File: src/rtl/ecdf_pkg.sv
`timescale 1ns / 1ps
`default_nettype none
// ----------------------------------------------------------------------------
// Empirical CDF sampler package
// Sizes, operation and status codes, and the command and flag words that
// pass between the controller and the datapath.
// ----------------------------------------------------------------------------
package ecdf_pkg;

    localparam int MAX_SAMPLES = 64;
    localparam int CNT_W       = $clog2(MAX_SAMPLES + 1);
    localparam int ADDR_W      = $clog2(MAX_SAMPLES);
    localparam int VAL_W       = 32;
    localparam int FRAC_W      = 16;
    localparam int UN_W        = FRAC_W + CNT_W;
    localparam int T_W         = FRAC_W + 1;
    localparam int DIFF_W      = VAL_W + 1;
    localparam int PROD_W      = T_W + 1 + DIFF_W;

    typedef logic [1:0] opcode_t;
    localparam opcode_t OP_CLEAR = 2'd0;
    localparam opcode_t OP_LOAD  = 2'd1;
    localparam opcode_t OP_DRAW  = 2'd2;
    localparam opcode_t OP_NONE  = 2'd3;

    typedef logic [1:0] status_t;
    localparam status_t ST_DRAW_OK = 2'd0;
    localparam status_t ST_DONE    = 2'd1;
    localparam status_t ST_FULL    = 2'd2;
    localparam status_t ST_TOO_FEW = 2'd3;

    typedef struct packed {
        logic    latch;
        logic    clear_count;
        logic    inc_count;
        logic    ld_init;
        logic    ld_shift;
        logic    ld_put;
        logic    dr_mul;
        logic    dr_idx;
        logic    dr_lo;
        logic    dr_hi;
        logic    dr_prod;
        logic    dr_sum;
        logic    emit;
        status_t emit_status;
    } ecdf_cmd_t;

    typedef struct packed {
        opcode_t opcode;
        logic    full;
        logic    few;
        logic    idx_zero;
        logic    gt;
        logic    out_free;
    } ecdf_flags_t;

endpackage
`default_nettype wire

File: src/rtl/ecdf_req_if.sv
`timescale 1ns / 1ps
`default_nettype none
// ----------------------------------------------------------------------------
// Empirical CDF sampler request channel
// Valid/ready channel that carries one operation word.
// ----------------------------------------------------------------------------
interface ecdf_req_if
    import ecdf_pkg::*;
();
    logic                    valid;
    logic                    ready;
    opcode_t                 opcode;
    logic signed [VAL_W-1:0] sample_value;
    logic [FRAC_W-1:0]       uniform_fraction;

    modport source (
        output valid,
        output opcode,
        output sample_value,
        output uniform_fraction,
        input  ready
    );

    modport sink (
        input  valid,
        input  opcode,
        input  sample_value,
        input  uniform_fraction,
        output ready
    );
endinterface
`default_nettype wire

File: src/rtl/ecdf_rsp_if.sv
`timescale 1ns / 1ps
`default_nettype none
// ----------------------------------------------------------------------------
// Empirical CDF sampler response channel
// Valid/ready channel that carries one result word.
// ----------------------------------------------------------------------------
interface ecdf_rsp_if
    import ecdf_pkg::*;
();
    logic                    valid;
    logic                    ready;
    logic signed [VAL_W-1:0] drawn_value;
    status_t                 status;

    modport source (
        output valid,
        output drawn_value,
        output status,
        input  ready
    );

    modport sink (
        input  valid,
        input  drawn_value,
        input  status,
        output ready
    );
endinterface
`default_nettype wire

File: src/rtl/empirical_cdf_sampler_unit.sv
`timescale 1ns / 1ps
`default_nettype none
// ----------------------------------------------------------------------------
// Empirical CDF sampler
// Sorted sample table with inverse-transform draws by linear interpolation.
// ----------------------------------------------------------------------------
// The block takes one request word at a time and returns one result word for
// each clear, load or draw; an unused opcode is consumed without a result.
// A clear, a load into a full table and a draw with fewer than two samples
// go straight from dispatch to the finishing state. A load shifts every
// stored sample that is greater than the new one up by one entry, testing
// and comparing from the top of the table down, to keep the table sorted,
// and then writes the new sample into the gap. A draw scales the fraction
// by the sample count, reads the table twice for the neighboring samples,
// and follows with the multiply and the final add. A finished result sits
// in an output register, and the next request is accepted once the
// controller is back in idle, even while that result waits to be taken;
// the following result then waits until the output register is free.
// ----------------------------------------------------------------------------
module empirical_cdf_sampler_unit
    import ecdf_pkg::*;
(
    input  wire logic clk,
    input  wire logic rst_n,
    ecdf_req_if.sink  req,
    ecdf_rsp_if.source rsp
);
    ecdf_cmd_t   cmd;
    ecdf_flags_t flags;

    ecdf_ctrl u_ctrl (
        .clk       (clk),
        .rst_n     (rst_n),
        .req_valid (req.valid),
        .req_ready (req.ready),
        .flags     (flags),
        .cmd       (cmd)
    );

    ecdf_dp u_dp (
        .clk              (clk),
        .rst_n            (rst_n),
        .cmd              (cmd),
        .flags            (flags),
        .opcode           (req.opcode),
        .sample_value     (req.sample_value),
        .uniform_fraction (req.uniform_fraction),
        .rsp_valid        (rsp.valid),
        .rsp_ready        (rsp.ready),
        .drawn_value      (rsp.drawn_value),
        .status           (rsp.status)
    );
endmodule
`default_nettype wire

File: src/rtl/ecdf_ram.sv
`timescale 1ns / 1ps
`default_nettype none
// ----------------------------------------------------------------------------
// Generic RAM
// One write port and one read port with registered read data.
// ----------------------------------------------------------------------------
module ecdf_ram #(
    parameter int WIDTH = 32,
    parameter int DEPTH = 64
) (
    input  wire logic                     clk,
    input  wire logic                     we,
    input  wire logic [$clog2(DEPTH)-1:0] waddr,
    input  wire logic [WIDTH-1:0]         wdata,
    input  wire logic [$clog2(DEPTH)-1:0] raddr,
    output logic [WIDTH-1:0]              rdata
);
    logic [WIDTH-1:0] mem [DEPTH];

    always_ff @(posedge clk)
    begin
        if (we)
        begin
            mem[waddr] <= wdata;
        end
        rdata <= mem[raddr];
    end
endmodule
`default_nettype wire

File: src/rtl/ecdf_ctrl.sv
`timescale 1ns / 1ps
`default_nettype none
// ----------------------------------------------------------------------------
// Empirical CDF sampler controller
// Sequences clear, sorted insertion and interpolated draw over the datapath.
// ----------------------------------------------------------------------------
module ecdf_ctrl
    import ecdf_pkg::*;
(
    input  wire logic        clk,
    input  wire logic        rst_n,
    input  wire logic        req_valid,
    output logic             req_ready,
    input  wire ecdf_flags_t flags,
    output ecdf_cmd_t        cmd
);
    localparam logic [3:0] S_IDLE     = 4'd0;
    localparam logic [3:0] S_DISPATCH = 4'd1;
    localparam logic [3:0] S_LD_TEST  = 4'd2;
    localparam logic [3:0] S_LD_CMP   = 4'd3;
    localparam logic [3:0] S_DR_IDX   = 4'd4;
    localparam logic [3:0] S_DR_LO    = 4'd5;
    localparam logic [3:0] S_DR_HI    = 4'd6;
    localparam logic [3:0] S_DR_PROD  = 4'd7;
    localparam logic [3:0] S_DR_SUM   = 4'd8;
    localparam logic [3:0] S_FINISH   = 4'd9;

    logic [3:0] state_reg;
    logic [3:0] state_next;
    status_t    code_reg;
    status_t    code_next;

    always_ff @(posedge clk or negedge rst_n)
    begin
        if (!rst_n)
        begin
            state_reg <= S_IDLE;
            code_reg  <= ST_DONE;
        end
        else
        begin
            state_reg <= state_next;
            code_reg  <= code_next;
        end
    end

    assign req_ready = (state_reg == S_IDLE);

    always_comb
    begin
        state_next = state_reg;
        code_next  = code_reg;
        cmd        = '0;
        unique case (state_reg)
            S_IDLE:
            begin
                cmd.latch = req_valid;
                if (req_valid)
                begin
                    state_next = S_DISPATCH;
                end
            end
            S_DISPATCH:
            begin
                unique case (flags.opcode)
                    OP_CLEAR:
                    begin
                        cmd.clear_count = 1'b1;
                        code_next       = ST_DONE;
                        state_next      = S_FINISH;
                    end
                    OP_LOAD:
                    begin
                        if (flags.full)
                        begin
                            code_next  = ST_FULL;
                            state_next = S_FINISH;
                        end
                        else
                        begin
                            cmd.ld_init = 1'b1;
                            state_next  = S_LD_TEST;
                        end
                    end
                    OP_DRAW:
                    begin
                        if (flags.few)
                        begin
                            code_next  = ST_TOO_FEW;
                            state_next = S_FINISH;
                        end
                        else
                        begin
                            cmd.dr_mul = 1'b1;
                            state_next = S_DR_IDX;
                        end
                    end
                    OP_NONE:
                    begin
                        state_next = S_IDLE;
                    end
                endcase
            end
            S_LD_TEST:
            begin
                if (flags.idx_zero)
                begin
                    cmd.ld_put    = 1'b1;
                    cmd.inc_count = 1'b1;
                    code_next     = ST_DONE;
                    state_next    = S_FINISH;
                end
                else
                begin
                    state_next = S_LD_CMP;
                end
            end
            S_LD_CMP:
            begin
                if (flags.gt)
                begin
                    cmd.ld_shift = 1'b1;
                    state_next   = S_LD_TEST;
                end
                else
                begin
                    cmd.ld_put    = 1'b1;
                    cmd.inc_count = 1'b1;
                    code_next     = ST_DONE;
                    state_next    = S_FINISH;
                end
            end
            S_DR_IDX:
            begin
                cmd.dr_idx = 1'b1;
                state_next = S_DR_LO;
            end
            S_DR_LO:
            begin
                cmd.dr_lo  = 1'b1;
                state_next = S_DR_HI;
            end
            S_DR_HI:
            begin
                cmd.dr_hi  = 1'b1;
                state_next = S_DR_PROD;
            end
            S_DR_PROD:
            begin
                cmd.dr_prod = 1'b1;
                state_next  = S_DR_SUM;
            end
            S_DR_SUM:
            begin
                cmd.dr_sum = 1'b1;
                code_next  = ST_DRAW_OK;
                state_next = S_FINISH;
            end
            S_FINISH:
            begin
                cmd.emit_status = code_reg;
                if (flags.out_free)
                begin
                    cmd.emit   = 1'b1;
                    state_next = S_IDLE;
                end
            end
            default:
            begin
                state_next = S_IDLE;
            end
        endcase
    end
endmodule
`default_nettype wire

File: src/rtl/ecdf_dp.sv
`timescale 1ns / 1ps
`default_nettype none
// ----------------------------------------------------------------------------
// Empirical CDF sampler datapath
// Sample table, count, interpolation arithmetic and the result register.
// ----------------------------------------------------------------------------
module ecdf_dp
    import ecdf_pkg::*;
(
    input  wire logic                    clk,
    input  wire logic                    rst_n,
    input  wire ecdf_cmd_t               cmd,
    output ecdf_flags_t                  flags,
    input  wire opcode_t                 opcode,
    input  wire logic signed [VAL_W-1:0] sample_value,
    input  wire logic [FRAC_W-1:0]       uniform_fraction,
    output logic                         rsp_valid,
    input  wire logic                    rsp_ready,
    output logic signed [VAL_W-1:0]      drawn_value,
    output status_t                      status
);
    opcode_t                  opcode_reg;
    logic signed [VAL_W-1:0]  value_reg;
    logic [FRAC_W-1:0]        frac_reg;
    logic [CNT_W-1:0]         count_reg;
    logic [CNT_W-1:0]         idx_reg;
    logic [UN_W-1:0]          un_reg;
    logic [T_W-1:0]           t_reg;
    logic signed [VAL_W-1:0]  lo_reg;
    logic signed [DIFF_W-1:0] diff_reg;
    logic signed [PROD_W-1:0] prod_reg;
    logic signed [VAL_W-1:0]  sum_reg;
    logic                     rsp_valid_reg;
    logic signed [VAL_W-1:0]  drawn_reg;
    status_t                  status_reg;

    logic [VAL_W-1:0]         rd_data;
    logic signed [VAL_W-1:0]  rd_sample;
    logic                     ram_we;
    logic [ADDR_W-1:0]        ram_waddr;
    logic [VAL_W-1:0]         ram_wdata;
    logic [ADDR_W-1:0]        ram_raddr;
    logic [CNT_W-1:0]         raddr_full;

    logic [UN_W:0]            un_up;
    logic [CNT_W:0]           ceil_v;
    logic [CNT_W:0]           seg_w;
    logic [CNT_W-1:0]         seg;
    logic [CNT_W-1:0]         lo_idx;
    logic [UN_W-1:0]          t_full;
    logic signed [T_W:0]      t_s;
    logic signed [PROD_W-1:0] prod_next;
    logic signed [PROD_W-1:0] round_add;
    logic signed [PROD_W-1:0] prod_adj;
    logic signed [PROD_W-1:0] quot;

    assign rd_sample = $signed(rd_data);

    // The segment index is ceil(u*n)-1, floored at zero; t is the step inside it.
    assign un_up  = {1'b0, un_reg} + (UN_W + 1)'((2 ** FRAC_W) - 1);
    assign ceil_v = un_up[UN_W:FRAC_W];
    assign seg_w  = (ceil_v == '0) ? '0 : ceil_v - (CNT_W + 1)'(1);
    assign seg    = seg_w[CNT_W-1:0];
    assign lo_idx = (seg == '0) ? '0 : seg - CNT_W'(1);
    assign t_full = un_reg - {seg, {FRAC_W{1'b0}}};

    assign t_s       = {1'b0, t_reg};
    assign prod_next = t_s * diff_reg;
    assign round_add = prod_reg[PROD_W-1] ? PROD_W'((2 ** FRAC_W) - 1) : '0;
    assign prod_adj  = prod_reg + round_add;
    assign quot      = prod_adj >>> FRAC_W;

    always_comb
    begin
        priority if (cmd.dr_idx)
        begin
            raddr_full = lo_idx;
        end
        else if (cmd.dr_lo)
        begin
            raddr_full = idx_reg + CNT_W'(1);
        end
        else
        begin
            raddr_full = idx_reg - CNT_W'(1);
        end
    end

    assign ram_raddr = raddr_full[ADDR_W-1:0];
    assign ram_we    = cmd.ld_shift | cmd.ld_put;
    assign ram_waddr = idx_reg[ADDR_W-1:0];
    assign ram_wdata = cmd.ld_shift ? rd_data : value_reg;

    ecdf_ram #(
        .WIDTH (VAL_W),
        .DEPTH (MAX_SAMPLES)
    ) u_table (
        .clk   (clk),
        .we    (ram_we),
        .waddr (ram_waddr),
        .wdata (ram_wdata),
        .raddr (ram_raddr),
        .rdata (rd_data)
    );

    always_ff @(posedge clk)
    begin
        if (cmd.latch)
        begin
            opcode_reg <= opcode;
            value_reg  <= sample_value;
            frac_reg   <= uniform_fraction;
        end
        if (cmd.ld_init)
        begin
            idx_reg <= count_reg;
        end
        else if (cmd.ld_shift)
        begin
            idx_reg <= idx_reg - CNT_W'(1);
        end
        else if (cmd.dr_idx)
        begin
            idx_reg <= lo_idx;
        end
        if (cmd.dr_mul)
        begin
            un_reg <= UN_W'(frac_reg) * UN_W'(count_reg);
        end
        if (cmd.dr_idx)
        begin
            t_reg <= t_full[T_W-1:0];
        end
        if (cmd.dr_lo)
        begin
            lo_reg <= rd_sample;
        end
        if (cmd.dr_hi)
        begin
            diff_reg <= DIFF_W'(rd_sample) - DIFF_W'(lo_reg);
        end
        if (cmd.dr_prod)
        begin
            prod_reg <= prod_next;
        end
        if (cmd.dr_sum)
        begin
            sum_reg <= lo_reg + $signed(quot[VAL_W-1:0]);
        end
        if (cmd.emit)
        begin
            drawn_reg  <= (cmd.emit_status == ST_DRAW_OK) ? sum_reg : '0;
            status_reg <= cmd.emit_status;
        end
    end

    always_ff @(posedge clk or negedge rst_n)
    begin
        if (!rst_n)
        begin
            count_reg     <= '0;
            rsp_valid_reg <= 1'b0;
        end
        else
        begin
            if (cmd.clear_count)
            begin
                count_reg <= '0;
            end
            else if (cmd.inc_count)
            begin
                count_reg <= count_reg + CNT_W'(1);
            end
            if (cmd.emit)
            begin
                rsp_valid_reg <= 1'b1;
            end
            else if (rsp_ready)
            begin
                rsp_valid_reg <= 1'b0;
            end
        end
    end

    assign flags.opcode   = opcode_reg;
    assign flags.full     = (count_reg == CNT_W'(MAX_SAMPLES));
    assign flags.few      = (count_reg < CNT_W'(2));
    assign flags.idx_zero = (idx_reg == '0);
    assign flags.gt       = (rd_sample > value_reg);
    assign flags.out_free = !rsp_valid_reg || rsp_ready;

    assign rsp_valid   = rsp_valid_reg;
    assign drawn_value = drawn_reg;
    assign status      = status_reg;
endmodule
`default_nettype wire

File: src/flat_wrapper.sv
// flat-port wrapper written by rule: the top's interface ports become plain ports
module empirical_cdf_sampler_unit_flat import ecdf_pkg::*;
  (clk, rst_n, req_valid, req_opcode, req_sample_value, req_uniform_fraction, req_ready, rsp_valid, rsp_drawn_value, rsp_status, rsp_ready);
  ecdf_req_if req_i ();
  ecdf_rsp_if rsp_i ();
  input  wire logic clk;
  input  wire logic rst_n;
  input wire logic [$bits(req_i.valid)-1:0] req_valid;
  input wire logic [$bits(req_i.opcode)-1:0] req_opcode;
  input wire logic [$bits(req_i.sample_value)-1:0] req_sample_value;
  input wire logic [$bits(req_i.uniform_fraction)-1:0] req_uniform_fraction;
  output wire logic [$bits(req_i.ready)-1:0] req_ready;
  output wire logic [$bits(rsp_i.valid)-1:0] rsp_valid;
  output wire logic [$bits(rsp_i.drawn_value)-1:0] rsp_drawn_value;
  output wire logic [$bits(rsp_i.status)-1:0] rsp_status;
  input wire logic [$bits(rsp_i.ready)-1:0] rsp_ready;
  assign req_i.valid = req_valid;
  assign req_i.opcode = req_opcode;
  assign req_i.sample_value = req_sample_value;
  assign req_i.uniform_fraction = req_uniform_fraction;
  assign req_ready = req_i.ready;
  assign rsp_valid = rsp_i.valid;
  assign rsp_drawn_value = rsp_i.drawn_value;
  assign rsp_status = rsp_i.status;
  assign rsp_i.ready = rsp_ready;
  empirical_cdf_sampler_unit u_core (.clk(clk), .rst_n(rst_n), .req(req_i), .rsp(rsp_i));
endmodule
File: config.mk
export PLATFORM = sky130hd
export DESIGN_NAME = empirical_cdf_sampler_unit_flat
export DESIGN_NICKNAME = d
export VERILOG_FILES = /design/src/rtl/ecdf_pkg.sv /design/src/rtl/ecdf_req_if.sv /design/src/rtl/ecdf_rsp_if.sv /design/src/rtl/empirical_cdf_sampler_unit.sv /design/src/rtl/ecdf_ram.sv /design/src/rtl/ecdf_ctrl.sv /design/src/rtl/ecdf_dp.sv /design/src/flat_wrapper.sv
export SDC_FILE = /design/constraint.sdc
export NUM_CORES = 2
export LEC_CHECK = 0
export ABC_AREA = 1
export BUFFER_PORTS_ARGS = -buffer_cell sky130_fd_sc_hd__buf_2
export CAP_MARGIN = 20
export CORE_MARGIN = 5
export CORE_UTILIZATION = 45
export DETAILED_ROUTE_END_ITERATION = 8
export HOLD_SLACK_MARGIN = 0.08
export SLEW_MARGIN = 30
export SYNTH_ARGS = -nofsm -noshare
export SYNTH_HDL_FRONTEND = slang
export SYNTH_HIERARCHICAL = 1
export SYNTH_SLANG_ARGS = --single-unit
File: constraint.sdc
create_clock -name clk -period 8.5 [get_ports clk]
set_input_delay 0 -clock clk [delete_from_list [all_inputs] [get_ports clk]]
set_output_delay 0 -clock clk [all_outputs]
set_load 0.02 [all_outputs]
==> results.ini <==
[status]
outcome=complete, no violations

[cells_and_area]
syn2layout_area_growth_pct=11.4
fin_util_pct=50.4
final_net_count=12500
drive_above_1_share_pct=6.84
largest_reg_flops=2048
fillers=23900

[yosys]
synth_cell_types=60
synth-seq-cells=2371
synth-seq-area-share_pct=57.7
synthesis.area_sq_mm=0.123
synth_top_flop_cell=edfxtp_1
synth_area_per_cell_sq_um=10.6
synth_nets=12500
yosysWarnings=6
synth_edf_count=2325
synth-async-reset-ratio_pct=0.590
synthCells=11500

[setup_path]
path_class=flip-flop to flip-flop
worst_ep_required_time_ns=9.09
reg2reg_setup_slack_ns=1.67
crit_fanout=17
reg2reg_from=u_core/u_dp/diff_reg[10]$_DFFE_PP_
reg2regPathDepth=26
startpoint_type=flip-flop
critPathCaptureType=flip-flop
arrival_ns=7.43
reg2reg_to=u_core/u_dp/prod_reg[43]$_DFFE_PP_

[timing]
grt_setup_unrepaired=no
max_freq_mhz=146
setup_viol=0
post-route-min-period_ns=6.83
hold_viol=0
report.final.slew_viol_count=0
post-route-period-util_pct=80.4
relSlewSlack_pct=27.9
setup-tns-final_ns=0
clock_skew_ns=0.0790
worst_pin_slew_ns=1.08

[job]
cap_violations=0

[floorplan]
die_area_sq_mm=0.283
die_w_um=532
die_h_um=532
rows=191
start_util_pct=45.3
ioPinCount=90
core_area_sq_mm=0.271

[placed_design]
place.port_buffers=89
dpl.hpwl_um=219000
gp_congestion=0.919

[global_route]
grt_max_degree=190
grt_first_pass_wirelength_um=543000
first_global_vias=84200
antenna_found_initial=15
grt_overflow=0
grt_usage_pct=25.3

[drt]
wirelength_um=366000
ant_nets=0
drc=0
wl_per_cell_um=23.9
drtPass1Iterations=5
via_count=85500
via_per_inst=5.57
drtIter0Drc=8950

[clocking]
cts_made_buffers=248
ctsResizeCount=0
cts_tree=done
clockBufferDepth=4
cts_sinks=2371
htreeDepth=4
path_clk_slew_ns=0.07
cts-root-buf=clkbuf_16
insertion_delay_ns=0.92

[power]
p_leak_nw=55.5
ir_drop_uv=277
finalPower_mw=39.7
power.density_mw_per_mm2=291

[hold_path]
hold_path.class=input pin to asynchronous set/reset pin

[synth_stat cells, drive strengths merged, types with 13 or more instances]
master | instances | area [sq um]
dfxtp | 32 | 641
dfrtp | 13 | 325
o21a | 22 | 165
nor4 | 19 | 119
o21ai | 139 | 707
ha | 283 | 3540
nor3 | 41 | 221
xnor2 | 51 | 447
edfxtp | 2325 | 69800
a21oi | 182 | 915
nand3 | 1984 | 9990
a31oi | 35 | 219
nand2 | 3354 | 12600
nand4 | 37 | 231
xor2 | 109 | 955
buf | 379 | 2000
fa | 607 | 12200
nor2 | 306 | 1190
inv | 1294 | 4860
clkbuf | 235 | 882
[logic make-up after synthesis]
group | share of synthesized area [%]
simple gates | 20.0
flops | 57.7
buf+inv | 6.32
fa+ha+maj | 12.8
compound gates | 2.05
xor+xnor | 1.14
[routing by layer]
metal  vias up  share of wire (%)  global-route usage (%)
met2      3754                 47                    41.9
met3       713                8.0                    3.20
met1     42600                 40                    34.3
li1      38400                  -                       -
met5         -             0.0071                       0
met4         4                4.4                    9.69
[worst max-delay path, stage by stage (launching register included)]
cell and delay, ns:
edfxtp_1 0.74, nand2_1 0.18, inv_1 0.07, fa_1 0.56, inv_1 0.07, fa_1 0.54, inv_1 0.07, fa_1 0.50
inv_1 0.05, fa_1 0.55, fa_1 0.44, fa_1 0.52, inv_1 0.05, ha_1 0.35, nand2_1 0.12, inv_1 0.09
nand3_1 0.08, o21ai_2 0.33, nand2_1 0.09, nand2_1 0.10, a21oi_1 0.11, o21ai_0 0.28, nand2_1 0.14, nor2_1 0.23
nand2_1 0.12, nand3_1 0.08, nand2_1 0.05
[report_power, final]
part           switching [mW]  internal [mW]
registers               0.438           14.2
clock network            4.57           6.33
logic                    10.2           3.95
total                    15.2           24.5
[worst max-delay path by stage]
stage	start	to	depth (start not counted)
after global routing	u_core/u_dp/t_reg[3]$_DFFE_PP_	u_core/u_dp/prod_reg[47]$_DFFE_PP_	19
after global placement	u_core/u_dp/diff_reg[10]$_DFFE_PP_	u_core/u_dp/prod_reg[43]$_DFFE_PP_	26
after detailed placement	u_core/u_dp/diff_reg[10]$_DFFE_PP_	u_core/u_dp/prod_reg[43]$_DFFE_PP_	26
final	u_core/u_dp/diff_reg[10]$_DFFE_PP_	u_core/u_dp/prod_reg[43]$_DFFE_PP_	26
after CTS	u_core/u_dp/diff_reg[10]$_DFFE_PP_	u_core/u_dp/prod_reg[43]$_DFFE_PP_	26
after floorplan	u_core/u_dp/value_reg[31]$_DFFE_PP_	u_core/u_dp/u_table/mem[48][0]$_DFFE_PP_	16
[layout by cell type, fill, tap and decap left out, types with 47 or more instances in the layout]
cell	count
a21oi_1	180
buf_2	89
buf_4	179
clkbuf_1	49
clkbuf_16	249
clkinv_1	47
dlygate4sd3_1	106
edfxtp_1	2325
fa_1	607
ha_1	283
inv_1	1283
nand2_1	3345
nand3_1	1975
nor2_1	235
nor2_4	62
o21ai_0	93
xnor2_1	51
xor2_1	109
[final cells by class]
cell class | instances | area (sq um) | share of cell area, %
Antenna cell | 11 | 27.5 | 0.0201
Clock buffer | 301 | 6460 | 4.73
Clock inverter | 144 | 1620 | 1.18
Inverter | 1296 | 4900 | 3.59
Multi-Input combinational cell | 7248 | 45000 | 32.9
Sequential cell | 2371 | 70800 | 51.8
Tap cell | 3570 | 4470 | 3.27
Timing Repair Buffer | 398 | 3340 | 2.44
[what timing repair did]
item,in CTS,in global routing
hold buffers,106,0
setup buffers,0,0
endpoints found under the hold margin,151,0
[per-stage QoR]
stage | instances | area [sq um] | setup WS (ns) | hold WS [ns]
final | 15300 | 137000 | 1.67 | 0.303
after floorplan | 11500 | 123000 | 2.10 | -0.296
after global routing | 15300 | 137000 | 1.31 | 0.344
after CTS | 15300 | 137000 | 1.68 | 0.235
after global placement | 14800 | 127000 | 1.73 | -0.0610
after detailed placement | 14800 | 127000 | 1.81 | -0.0620
(Power assumes the default switching activity.)
